$ cat config.mk
export PLATFORM = sky130hd
export DESIGN_NAME = cpmt_ctrl
export DESIGN_NICKNAME = d
export VERILOG_FILES = /design/src/cpmt_pkg.sv /design/src/cpmt_ctrl.sv
export SDC_FILE = /design/constraint.sdc
export NUM_CORES = 1
export LEC_CHECK = 0
export BUFFER_PORTS_ARGS = -buffer_cell sky130_fd_sc_hd__buf_2
export CORE_AREA = 8 8 45 47
export DETAILED_ROUTE_END_ITERATION = 8
export DIE_AREA = 0 0 53 55
export GPL_ROUTABILITY_DRIVEN = 1
export HOLD_SLACK_MARGIN = 0.15
export PLACE_DENSITY_LB_ADDON = 0.08
export SLEW_MARGIN = 20
export SYNTH_ARGS = -nofsm -noshare
export SYNTH_HDL_FRONTEND = slang
export SYNTH_SLANG_ARGS = --single-unit
export TNS_END_PERCENT = 10
$ cat constraint.sdc
create_clock -name clk_i -period 1.85 [get_ports clk_i]
set_input_delay 0.37 -clock clk_i [delete_from_list [all_inputs] [get_ports clk_i]]
set_output_delay 0.37 -clock clk_i [all_outputs]
set_load 0.01 [all_outputs]
$ cat src/cpmt_pkg.sv
package cpmt_pkg;

  typedef enum logic [2:0] {
    MODE_CLEAR  = 3'd0,
    MODE_INSERT = 3'd1,
    MODE_SCAN   = 3'd2,
    MODE_POP    = 3'd3,
    MODE_QUERY  = 3'd4
  } mode_e;

  typedef enum logic [1:0] {
    ST_OK        = 2'd0,
    ST_TBL_FULL  = 2'd1,
    ST_RING_FULL = 2'd2,
    ST_RING_EMPT = 2'd3
  } status_e;

  typedef enum logic [3:0] {
    S_IDLE,
    S_CLEAR,
    S_INSERT,
    S_HEAD,
    S_WALK_RD,
    S_WALK_CMP,
    S_MARK,
    S_POP_RD,
    S_QRY_RD,
    S_RESULT,
    S_OUT
  } state_e;

  // controller to datapath
  typedef struct packed {
    logic capture;
    logic clr_start;
    logic clr_step;
    logic do_insert;
    logic head_rd;
    logic walk_rd;
    logic walk_cmp;
    logic do_mark;
    logic pop_rd;
    logic qry_rd;
    logic load_out;
  } cmd_t;

  // datapath to controller
  typedef struct packed {
    logic       clr_done;
    logic       tbl_full;
    logic       na_zero;
    logic       chain_end;
    logic       match;
    logic       ring_empty;
    logic       qry_valid;
  } stat_t;

endpackage

$ cat src/cpmt_ctrl.sv
module cpmt_ctrl (
  input  logic           clk_i,
  input  logic           rst_ni,
  input  logic           in_fire_i,
  input  logic [2:0]     in_mode_i,
  input  logic           out_taken_i,
  input  cpmt_pkg::stat_t stat_i,
  output cpmt_pkg::cmd_t  cmd_o,
  output logic           in_ready_o,
  output logic           out_valid_o
);
  import cpmt_pkg::*;

  state_e state_q, state_d;
  logic [2:0] mode_q;

  // mode register, any non-clear code so the power-up sweep returns to idle silently
  always_ff @(posedge clk_i or negedge rst_ni) begin
    if (!rst_ni) begin
      state_q <= S_CLEAR;
      mode_q  <= MODE_SCAN;
    end else begin
      state_q <= state_d;
      if (in_fire_i) mode_q <= in_mode_i;
    end
  end

  // next state
  always_comb begin
    state_d = state_q;
    unique case (state_q)
      S_IDLE: begin
        if (in_fire_i) begin
          case (in_mode_i)
            MODE_CLEAR:  state_d = S_CLEAR;
            MODE_INSERT: state_d = S_INSERT;
            MODE_SCAN:   state_d = S_HEAD;
            MODE_POP:    state_d = S_POP_RD;
            MODE_QUERY:  state_d = S_QRY_RD;
            default:     state_d = S_RESULT;
          endcase
        end
      end
      S_CLEAR:    if (stat_i.clr_done) state_d = (mode_q == MODE_CLEAR) ? S_RESULT : S_IDLE;
      S_INSERT:   state_d = S_RESULT;
      S_HEAD:     state_d = stat_i.na_zero ? S_RESULT : S_WALK_RD;
      S_WALK_RD:  state_d = stat_i.chain_end ? S_RESULT : S_WALK_CMP;
      S_WALK_CMP: state_d = stat_i.match ? S_MARK : S_WALK_RD;
      S_MARK:     state_d = S_RESULT;
      S_POP_RD:   state_d = S_RESULT;
      S_QRY_RD:   state_d = S_RESULT;
      S_RESULT:   state_d = S_OUT;
      S_OUT:      if (out_taken_i) state_d = S_IDLE;
      default:    state_d = S_IDLE;
    endcase
  end

  // outputs
  always_comb begin
    cmd_o = '0;
    in_ready_o = 1'b0;
    out_valid_o = 1'b0;
    unique case (state_q)
      S_IDLE: begin
        in_ready_o = 1'b1;
        cmd_o.capture = in_fire_i;
        cmd_o.clr_start = in_fire_i && (in_mode_i == MODE_CLEAR);
      end
      S_CLEAR:    cmd_o.clr_step = 1'b1;
      S_INSERT:   cmd_o.do_insert = 1'b1;
      S_HEAD:     cmd_o.head_rd = 1'b1;
      S_WALK_RD:  cmd_o.walk_rd = 1'b1;
      S_WALK_CMP: cmd_o.walk_cmp = 1'b1;
      S_MARK:     cmd_o.do_mark = 1'b1;
      S_POP_RD:   cmd_o.pop_rd = 1'b1;
      S_QRY_RD:   cmd_o.qry_rd = 1'b1;
      S_RESULT:   cmd_o.load_out = 1'b1;
      S_OUT:      out_valid_o = 1'b1;
      default:    ;
    endcase
  end

endmodule

# [Yosys cells after proc, flatten, opt, wreduce, memory -nomap -nowiden]
# Cells that the tools add are included.
[totals] mem_bits_ro=0 inputBits=14 latch_bits=0 ram_bits=0 wordCells=46 regBits=7 memories=0
[classes] n_mul=0 n_eq_ne=17 n_reduce_logical=6 muxes=21 order_cmp=0 n_addsub=0 div=0 n_bitwise=0 shifts=0
[ops] op="4-bit one-hot mux with 8 select lines" count=1
[ops] op="4-bit 2-to-1 mux" count=6
[ops] op="4-bit one-hot mux with 5 select lines" count=1
[ops] op="4-bit by 3-bit equality test with 1-bit output (second input constant)" count=4
[ops] op="4-bit equality test (second input constant)" count=3
[ops] op="1-bit 2-to-1 mux" count=11
[ops] op="4-bit by 2-bit equality test with 1-bit output (second input constant)" count=2
[ops] op="3-bit by 2-bit equality test with 1-bit output (second input constant)" count=2
[ops] op="3-bit zero test" count=2
[ops] op="2-bit != test (second input constant)" count=3
[ops] op="4-bit by 1-bit equality test with 1-bit output (second input constant)" count=1
[ops] op="4-bit zero test" count=1
[ops] op="2-bit 2-to-1 mux" count=2
[ops] op="4-bit OR reduction" count=1
[ops] op="3-bit by 1-bit equality test with 1-bit output (second input constant)" count=1
[ops] op="3-bit equality test (second input constant)" count=1
[ops] op="3-bit AND reduction" count=1
[ops] op="1-bit logical AND" count=1

# [Depth between registers and ports, before layout]
# Gate-level depths: netlist of the first run.
[logic_depth] depth_word=4 ltp_mapped=5 ltp_nobuf=4

# [Worst setup path before layout of the first run]
# OpenSTA, ideal clock, no wires.
[synth_timing] path_kind="register to output" start="reg state_q[0]" end="out cmd_o[9] in the netlist's numbering" path_stages_with_launch=4 setup_slack_ns=0.277 path_buffers=0 required_ns=1.480 t_arrival_ns=1.203 path_cell_list="dfstp_2 -> nor4_2 -> nor2b_1 -> and3_1"
[synth_lines] element="from (decl)" line="cpmt_ctrl.sv:14" text="state_e state_q, state_d;"
[synth_lines] element="from (signal assigned)" line="cpmt_ctrl.sv:23" text="state_q <= state_d;"
[synth_lines] element="to (decl)" line="cpmt_ctrl.sv:8" text="output cpmt_pkg::cmd_t cmd_o,"

==> results.json, run 1 <==
{
  "outcome": "completed",
  "dp_hpwl_um": 1149,
  "maxCapViolations": 0,
  "postSynthCellCount": 67,
  "antenna_found_initial": 0,
  "wire_per_inst_um": 12.58,
  "clock-root-buffer": "clkbuf_4",
  "p_int_w": 0.0005835,
  "worst_path_max_delay_cell": "dfstp_2",
  "crit_fanout": 8,
  "pin_count": 27,
  "die-width_um": 53,
  "post-route-util_pct": 54.79,
  "placed_area_um2": 684.4,
  "p_leak_nw": 0.3586,
  "grt_pass1_vias": 518,
  "worst-path-buf-inv": 1,
  "ys_top_cells_by_area": "dfrtp_1 (23%), dfstp_2 (9.8%), nor3_1 (8.4%), nor2_1 (7.0%), mux2_2 (6.3%)",
  "ys_seq_area_share_pct": 33.02,
  "max_freq_mhz": 559.8,
  "comb_power_share_pct": 59.7,
  "drive_gt1_share_pct": 41.24,
  "power.switching_w": 0.0004423,
  "grt.total_usage_pct": 9.621,
  "io_buffers": 23,
  "syn_avg_cell_area_um2": 8.030,
  "hold_viol_final": 0,
  "dieHeight_um": 55,
  "hold_class": "in -> reg",
  "cts.htree.levels": 1,
  "cts.clk_slew.worst_paths_ns": 0.05,
  "worst_slew_pin_slew_ns": 0.3763,
  "postLayoutCellArea_um2": 758.2,
  "min_period_ns": 1.786,
  "fin_tns_setup_ns": 0,
  "required_ns": 1.48,
  "cts.sink_count": 7,
  "yosys.area.top_type": "dfrtp_1",
  "layout_common_cells": "buf_2 (23), nor2_1 (10), nor3_1 (9)",
  "layout.cells.most_common": "buf_2",
  "synth_top_area_share_pct": 23.26,
  "vias": 573,
  "seqPwrFrac_pct": 27.8,
  "num_rows": 14,
  "area_growth_pct": 40.93,
  "endpoint_kind": "output port",
  "syn_nets": 81,
  "crit_arrival_ns": 1.42,
  "p_per_area_nw_per_um2": 1353,
  "ys_warn_count": 0,
  "rsz0062_at_grt": "true",
  "n_antenna_cell": 0,
  "cts_buffers": 3,
  "drt-total-wl_um": 1421,
  "via_per_inst": 5.071,
  "maxSlewHeadroom_pct": 74.91,
  "grt_max_degree": 13,
  "finalClockSkew_ns": 0.0009108,
  "cts.path.max_buffers": 2,
  "gp_congestion": 0.7487,
  "cpPeakStageDelay_ns": 0.42,
  "drv_slew": 0,
  "dr.pass1.iters": 4,
  "start_util_pct": 38.88,
  "startpoint_type": "flip-flop",
  "clkPwrFrac_pct": 12.5,
  "clk_latency_ns": 0.24,
  "core_area_um2": 1384,
  "drc": 0,
  "syn_area_um2": 538.0,
  "setup_viol": 0,
  "grt_pass1_wl_um": 2139,
  "critPathKind": "reg -> out",
  "sw_frac_of_total_pct": 43.11,
  "cts_tree": "built",
  "fin_crit_sh_pct": 96.55,
  "ir_worst_vdd_uv": 688.4,
  "dieArea_um2": 2915,
  "crit_chain": "nor4_4 > nor2b_1 > and3_1 > buf_2",
  "grt-ovfl-total": 0,
  "ant_nets": 0,
  "cp_top_family": "simple AND/OR/NAND/NOR gates",
  "drt_iter0_drc": 3,
  "layout.nets": 112,
  "synth_seq_cells": 7,
  "yosysUniqueCellTypes": 29
}
worst register-to-register path: stages, from the launching register on:
cell and delay [ns]:
dfstp_2 0.64, nand2b_1 0.18, nor4_1 0.31, nor2_1 0.08
a31oi_1 0.19
stage by stage:
step | hold slack, ns | std cells | power (W) | worst slack (ns)
6_report | 0.4146 | 113 | 0.001026 | 0.06380
5_1_grt | 0.4034 | 113 | 0.001108 | -0.007452
4_1_cts | 0.3949 | 111 | 0.0009607 | 0.02450
3_5_place_dp | 0.2045 | 106 | 0.0008227 | 0.2940
3_3_place_gp | 0.2053 | 106 | 0.0008198 | 0.2806
2_1_floorplan | 0.07441 | 67 | 0.0006275 | 0.2772
worst paths after layout:
kind                                  from    endpoint  slack, ns  cells past startpoint
worst max-delay path            state_q[0]    cmd_o[9]       0.06                      4
worst min-delay path             stat_i[6]  state_q[0]       0.41                      4
worst max register to register  state_q[0]  state_q[0]       0.37                      4
worst min register to register   mode_q[0]   mode_q[0]       0.50                      1
max in group asynchronous           rst_ni  state_q[0]       1.14                      2
min in group asynchronous           rst_ni   mode_q[0]       0.48                      2
state kept, by name, indices dropped and copies added (netlist names):
| name | flops |
|---|---|
| state_q | 4 |
| mode_q | 3 |
power by group through the flow:
stage	clock [W]	sequential, W	combinational (W)
2_1_floorplan	0	0.000231	0.000396
3_3_place_gp	0	0.000275	0.000545
3_5_place_dp	0	0.000276	0.000547
4_1_cts	0.000137	0.000274	0.000550
5_1_grt	0.000147	0.000292	0.000669
6_report	0.000128	0.000286	0.000612
cell usage after synthesis:
master and count:
nor2_1 10, nand2b_1 5, o21ai_1 1, a21oi_1 4, o211ai_1 1, nand2_1 1, a31oi_1 1, inv_1 2
mux2i_1 2, nor3b_1 1, nor4_1 2, o21a_1 2, o21ai_0 1, nor2b_1 1, dfrtp_1 5, xnor2_1 1
buf_2 3, nand3_1 1, a211oi_1 1, or4_1 1, mux2_2 3, nor3_1 9, and2_1 1, nor4_2 1
and3_1 2, dfstp_2 2, nor3_2 1, clkbuf_1 1, nand3b_1 1
timing repair:
item                                   4_1_cts  5_1_grt
buffers inserted                             0        2
gates resized for setup                      0        4
hold buffers                                 1        0
setup endpoints to repair                    0        2
endpoints found under the hold margin        7        0
routing by layer:
metal  share of wire, %  wire length [um]  global-route usage, %
met1                 41               587                  9.892
met2                 49               699                  16.60
met3                9.0               128                  2.941
met4               0.35                 5                  6.466
met5                  0                 0                      0
logic make-up after synthesis:
logic type      share of synthesized area [%]
compound gates                          12.32
simple gates                            38.14
xor+xnor                                1.628
buf+inv                                 4.883
mux                                     10.00
flops                                   33.02
area by class of cell:
type                    instances  area [um2]
well taps                      16       20.02
inverters                       2       7.507
flip-flops and latches          7       177.7
clock buffers                   4       26.28
fillers                       141       625.6
repair buffers                 30       170.2
multi-input cells              54       356.6
No activity file was read; power rests on OpenSTA's default activity.
==> inputs of run 2 (changes only) <==
==> constraint.sdc (replaced) <==
create_clock -name clk_i -period 1.83 [get_ports clk_i]
set_input_delay 0.366 -clock clk_i [delete_from_list [all_inputs] [get_ports clk_i]]
set_output_delay 0.366 -clock clk_i [all_outputs]
set_load 0.01 [all_outputs]
==> run 2 against run 1 <==
Against the previous run: critical path depth stayed put; clock power hardly changed; sequential power is 2% lower; global-route usage is 0.33 points higher; register-to-register slack worse by 0.11 ns; hold slack worse by 0.0063 ns; largest cell class unchanged.
==> results.json, run 2 (synthesized netlist as in run 1, its figures left out) <==
{
  "outcome": "completed",
  "cts_tree": "built",
  "top_regs": "state_q: 4 flops, mode_q: 3 flops",
  "n_antenna_cell": 0,
  "drv_slew": 0,
  "layout.nets": 112,
  "via_per_inst": 4.885,
  "clk_latency_ns": 0.24,
  "drt_iter0_drc": 7,
  "postLayoutCellArea_um2": 758.2,
  "rr_worst_depth": 5,
  "dp_hpwl_um": 1165,
  "drt-total-wl_um": 1439,
  "final.hold.worst_slack_ns": 0.4083,
  "io_buffers": 23,
  "area_growth_pct": 40.93,
  "critPathKind": "reg -> out",
  "layout.cells.most_common": "buf_2",
  "endpoint_kind": "output port",
  "ir_worst_vdd_uv": 648.5,
  "dieHeight_um": 55,
  "maxSlewHeadroom_pct": 74.54,
  "maxCapViolations": 0,
  "largest_register": "state_q",
  "num_rows": 14,
  "startpoint_type": "flip-flop",
  "crit_fanout": 2,
  "crit_arrival_ns": 1.41,
  "largest_register_ffs": 4,
  "pin_count": 27,
  "hold_viol_final": 0,
  "reg2reg_to": "state_q[0]",
  "critPathLaunch": "state_q[2]",
  "p_per_area_nw_per_um2": 1351,
  "layout_common_cells": "buf_2 (23), nor2_1 (10), nor3_1 (9)",
  "required_ns": 1.46,
  "rr_startpoint": "state_q[2]",
  "p_leak_nw": 0.3594,
  "r2r_setup_slack_ns": 0.26,
  "cts.htree.levels": 1,
  "cts.path.max_buffers": 2,
  "cts.sink_count": 7,
  "clock-root-buffer": "clkbuf_4",
  "grt_max_degree": 12,
  "die-width_um": 53,
  "wire_per_inst_um": 12.73,
  "grt_pass1_wl_um": 2214,
  "dr.pass1.iters": 3,
  "cts_buffers": 3,
  "rsz0062_at_grt": "true",
  "grt.total_usage_pct": 9.951,
  "worst_slew_pin_slew_ns": 0.3784,
  "antenna_found_initial": 0,
  "endpoint": "cmd_o[9]",
  "start_util_pct": 38.88,
  "ant_nets": 0,
  "fin_tns_setup_ns": 0,
  "gp_congestion": 0.7421,
  "placed_area_um2": 684.4,
  "fin_crit_sh_pct": 96.83,
  "dieArea_um2": 2915,
  "setup_viol": 0,
  "n_fill_cell": 136,
  "grt-ovfl-total": 0,
  "core_area_um2": 1384,
  "grt_pass1_vias": 528,
  "drive_gt1_share_pct": 41.24,
  "hold_class": "in -> reg",
  "drc": 0,
  "cts.clk_slew.worst_paths_ns": 0.05,
  "max_freq_mhz": 564.4,
  "vias": 552,
  "min_period_ns": 1.772,
  "finalClockSkew_ns": 0.001571
}
run 2: worst max-delay path, cell delays in order (launching register included):
cell	delay, ns
dfrtp_2	0.43
nor4_4	0.28
nor2b_1	0.18
and3_1	0.15
buf_2	0.12
run 2: cell type report:
cell class | instances | area [um2] | area share [%]
clock buffer | 4 | 26.28 | 3.465
sequential | 7 | 178.9 | 23.60
tap | 16 | 20.02 | 2.640
inverter | 2 | 7.507 | 0.9901
timing repair buffer | 30 | 182.7 | 24.09
multi-input combinational | 54 | 342.8 | 45.21
run 2: where the power goes:
group	internal, W	switching [W]	leakage [nW]
sequential	0.000209	0.0000701	0.0824
clock	0.0000826	0.0000474	0.0150
combinational	0.000293	0.000323	0.262
total	0.000584	0.000440	0.359
run 2: what timing repair did:
item	in CTS	in global routing
endpoints found under the setup margin	0	3
buffers inserted	0	2
hold buffers	1	0
hold endpoints to repair	7	0
gates resized for setup	0	2
run 2: how the worst min path moves through the flow:
stage | from | endpoint | depth (start not counted)
2_1_floorplan | rst_ni | mode_q[0] | 0
3_3_place_gp | rst_ni | state_q[1] | 1
3_5_place_dp | rst_ni | state_q[3] | 1
4_1_cts | in_mode_i[1] | mode_q[1] | 2
5_1_grt | in_mode_i[1] | mode_q[1] | 2
6_report | in_mode_i[1] | mode_q[1] | 2
run 2: metrics by stage:
step	util [%]	power, W	setup slack, ns	instances
global placement	49.46	0.0008259	0.2593	106
detailed placement	49.46	0.0008315	0.2765	106
CTS	52.08	0.0009708	0.001592	111
finish	54.79	0.001025	0.05808	113
floorplan	-	0.0006344	0.2612	67
global route	54.79	0.001101	-0.01556	113
run 2: metal layers:
metal  up-vias  part of all wire [%]  global-route usage [%]
li1        300                     -                       -
met1       240                    46                   10.51
met2        12                    48                   17.38
met3         0                   6.5                   2.406
met4         0                     0                   6.466
met5         -                     0                       0
==> inputs of run 3 (changes only) <==
--- a/config.mk
+++ b/config.mk
@@ -10,8 +10,10 @@
 export DETAILED_ROUTE_END_ITERATION = 8
 export DIE_AREA = 0 0 53 55
 export GPL_ROUTABILITY_DRIVEN = 1
+export GPL_TIMING_DRIVEN = 0
 export HOLD_SLACK_MARGIN = 0.15
 export PLACE_DENSITY_LB_ADDON = 0.08
+export SETUP_SLACK_MARGIN = 0.15
 export SLEW_MARGIN = 20
 export SYNTH_ARGS = -nofsm -noshare
 export SYNTH_HDL_FRONTEND = slang
==> run 3 against run 2 <==
Against the previous run: clock-buffer cell count stayed put; clock skew hardly changed; routed wire length is 1.5% lower; via count is 3.1% higher; worst setup slack better by 0.033 ns; sequential share of layout area is 0.47 points higher; utilization is 1.4 points lower; final cell count is 0.88% lower; non-clock buffer count is 1 lower; sequential cell count stayed put; design area is 2.6% lower; total power is 2.2% lower; critical endpoint unchanged; largest cell class unchanged; highest routed layer unchanged.
==> results.json, run 3 (synthesized netlist as in run 1, its figures left out) <==
{
  "reg2reg_to": "state_q[3]",
  "dieHeight_um": 55,
  "drive_gt1_share_pct": 40.63,
  "dr.pass1.iters": 4,
  "vias": 569,
  "gp_congestion": 0.7861,
  "drt-total-wl_um": 1418,
  "dp_hpwl_um": 1151,
  "largest_register_ffs": 4,
  "endpoint_kind": "output port",
  "outcome": "completed",
  "pin_count": 27,
  "top_regs": "state_q: 4 flops, mode_q: 3 flops",
  "rsz0062_at_grt": "true",
  "area_growth_pct": 37.21,
  "cts.clk_slew.worst_paths_ns": 0.05,
  "ant_nets": 0,
  "layout_common_cells": "buf_2 (25), nor2_1 (10), nor3_1 (9)",
  "finalClockSkew_ns": 0.001711,
  "antenna_found_initial": 0,
  "cts.htree.levels": 1,
  "via_per_inst": 5.080,
  "crit_fanout": 5,
  "min_period_ns": 1.739,
  "stdcell_count": 112,
  "met2WireLength_um": 714,
  "cpPeakStageDelay_ns": 0.43,
  "p_leak_nw": 0.3520,
  "critPathKind": "reg -> out",
  "p_per_area_nw_per_um2": 1358,
  "placed_cells": 106,
  "layout.nets": 111,
  "postLayoutCellArea_um2": 738.2,
  "wl_met1_um": 575,
  "dr_wl_met3_um": 128,
  "post-route-util_pct": 53.35,
  "cts.sink_count": 7,
  "start_util_pct": 38.88,
  "n_antenna_cell": 0,
  "hold_viol_final": 0,
  "num_rows": 14,
  "setup_viol": 0,
  "drt_iter0_drc": 13,
  "critPathLaunch": "state_q[2]",
  "rr_worst_depth": 4,
  "crit_arrival_ns": 1.37,
  "core_area_um2": 1384,
  "clk_latency_ns": 0.24,
  "r2r_setup_slack_ns": 0.33,
  "clock-root-buffer": "clkbuf_4",
  "grt_max_degree": 11,
  "rr_startpoint": "state_q[3]",
  "maxSlewHeadroom_pct": 72.33,
  "highest_layer": "met3",
  "hold_class": "in -> reg",
  "startpoint_type": "flip-flop",
  "ir_worst_vdd_uv": 644.3,
  "endpoint": "cmd_o[9]",
  "crit_chain": "nor4_4 > nor2b_2 > and3_1 > buf_2",
  "dieArea_um2": 2915,
  "die-width_um": 53,
  "worst_path_max_delay_cell": "dfrtp_1",
  "io_buffers": 23,
  "layout.cells.most_common": "buf_2",
  "cts_buffers": 3,
  "drv_slew": 0,
  "placed_area_um2": 673.1,
  "maxCapViolations": 0,
  "max_freq_mhz": 575.1,
  "largest_register": "state_q",
  "drc": 0,
  "fin_tns_setup_ns": 0,
  "n_fill_cell": 147,
  "cts.path.max_buffers": 2,
  "required_ns": 1.46,
  "grt_pass1_vias": 544,
  "grt_pass1_wl_um": 2214,
  "grt-ovfl-total": 0,
  "cts_tree": "built",
  "worst_slew_pin_slew_ns": 0.4151,
  "fin_crit_sh_pct": 95.02,
  "grt.total_usage_pct": 9.885,
  "wire_per_inst_um": 12.66
}
## run 3: cell types whose count changed in the layout (fill, tap and decap cells not counted), sizes merged
cell / change
buf: -2
clkbuf: +1
## run 3: through the flow
step | total power [W] | hold slack (ns) | setup slack (ns)
2_1_floorplan | 0.0006344 | 0.07041 | 0.2612
3_3_place_gp | 0.0008030 | 0.2026 | 0.2184
3_5_place_dp | 0.0008058 | 0.1999 | 0.1945
4_1_cts | 0.001018 | 0.3949 | 0.05559
5_1_grt | 0.001087 | 0.4070 | 0.01366
6_report | 0.001002 | 0.4108 | 0.09121
## run 3: routing by layer
metal / global-route usage [%] / vias to the layer above
met5: 0 / -
met4: 5.172 / 0
li1: - / 296
met3: 2.406 / 0
met1: 10.17 / 257
met2: 18.16 / 16
## run 3: critical path, delay by kind of cell (launching register included)
| kind | cells | cell delay [ns] |
|---|---|---|
| buffers and inverters | 1 | 0.12 |
| DFF | 1 | 0.43 |
| and+or+nand+nor | 3 | 0.58 |
## run 3: what timing repair did
| action | in CTS | in global routing |
|---|---|---|
| endpoints found under the setup margin | 9 | 12 |
| hold buffers | 1 | 0 |
| gates resized for setup | 4 | 0 |
| buffers inserted | 1 | 0 |
| pin swaps | 2 | 1 |
| hold endpoints to repair | 7 | 0 |
## run 3: layout make-up
| cell class | instances | area, um2 | area share, % |
|---|---|---|---|
| multi-input combinational | 54 | 352.8 | 47.80 |
| sequential | 7 | 177.7 | 24.07 |
| timing repair buffer | 25 | 132.6 | 17.97 |
| clock buffer | 4 | 26.28 | 3.559 |
| buffer | 4 | 21.27 | 2.881 |
| tap | 16 | 20.02 | 2.712 |
| inverter | 2 | 7.507 | 1.017 |
## run 3: worst min-delay path by stage
| stage | cells past startpoint | endpoint | slack [ns] | from |
|---|---|---|---|---|
| 2_1_floorplan | 0 | mode_q[0] | 0.07 | rst_ni |
| 3_3_place_gp | 1 | state_q[1] | 0.20 | rst_ni |
| 3_5_place_dp | 1 | state_q[1] | 0.20 | rst_ni |
| 4_1_cts | 4 | state_q[0] | 0.39 | stat_i[6] |
| 5_1_grt | 2 | mode_q[1] | 0.41 | in_mode_i[1] |
| 6_report | 4 | state_q[0] | 0.41 | stat_i[6] |
## run 3: report_power, final
| group | internal, W | total (W) | switching [W] |
|---|---|---|---|
| sequential | 0.000207 | 0.000251 | 0.0000443 |
| combinational | 0.000273 | 0.000619 | 0.000347 |
| clock | 0.0000827 | 0.000132 | 0.0000490 |
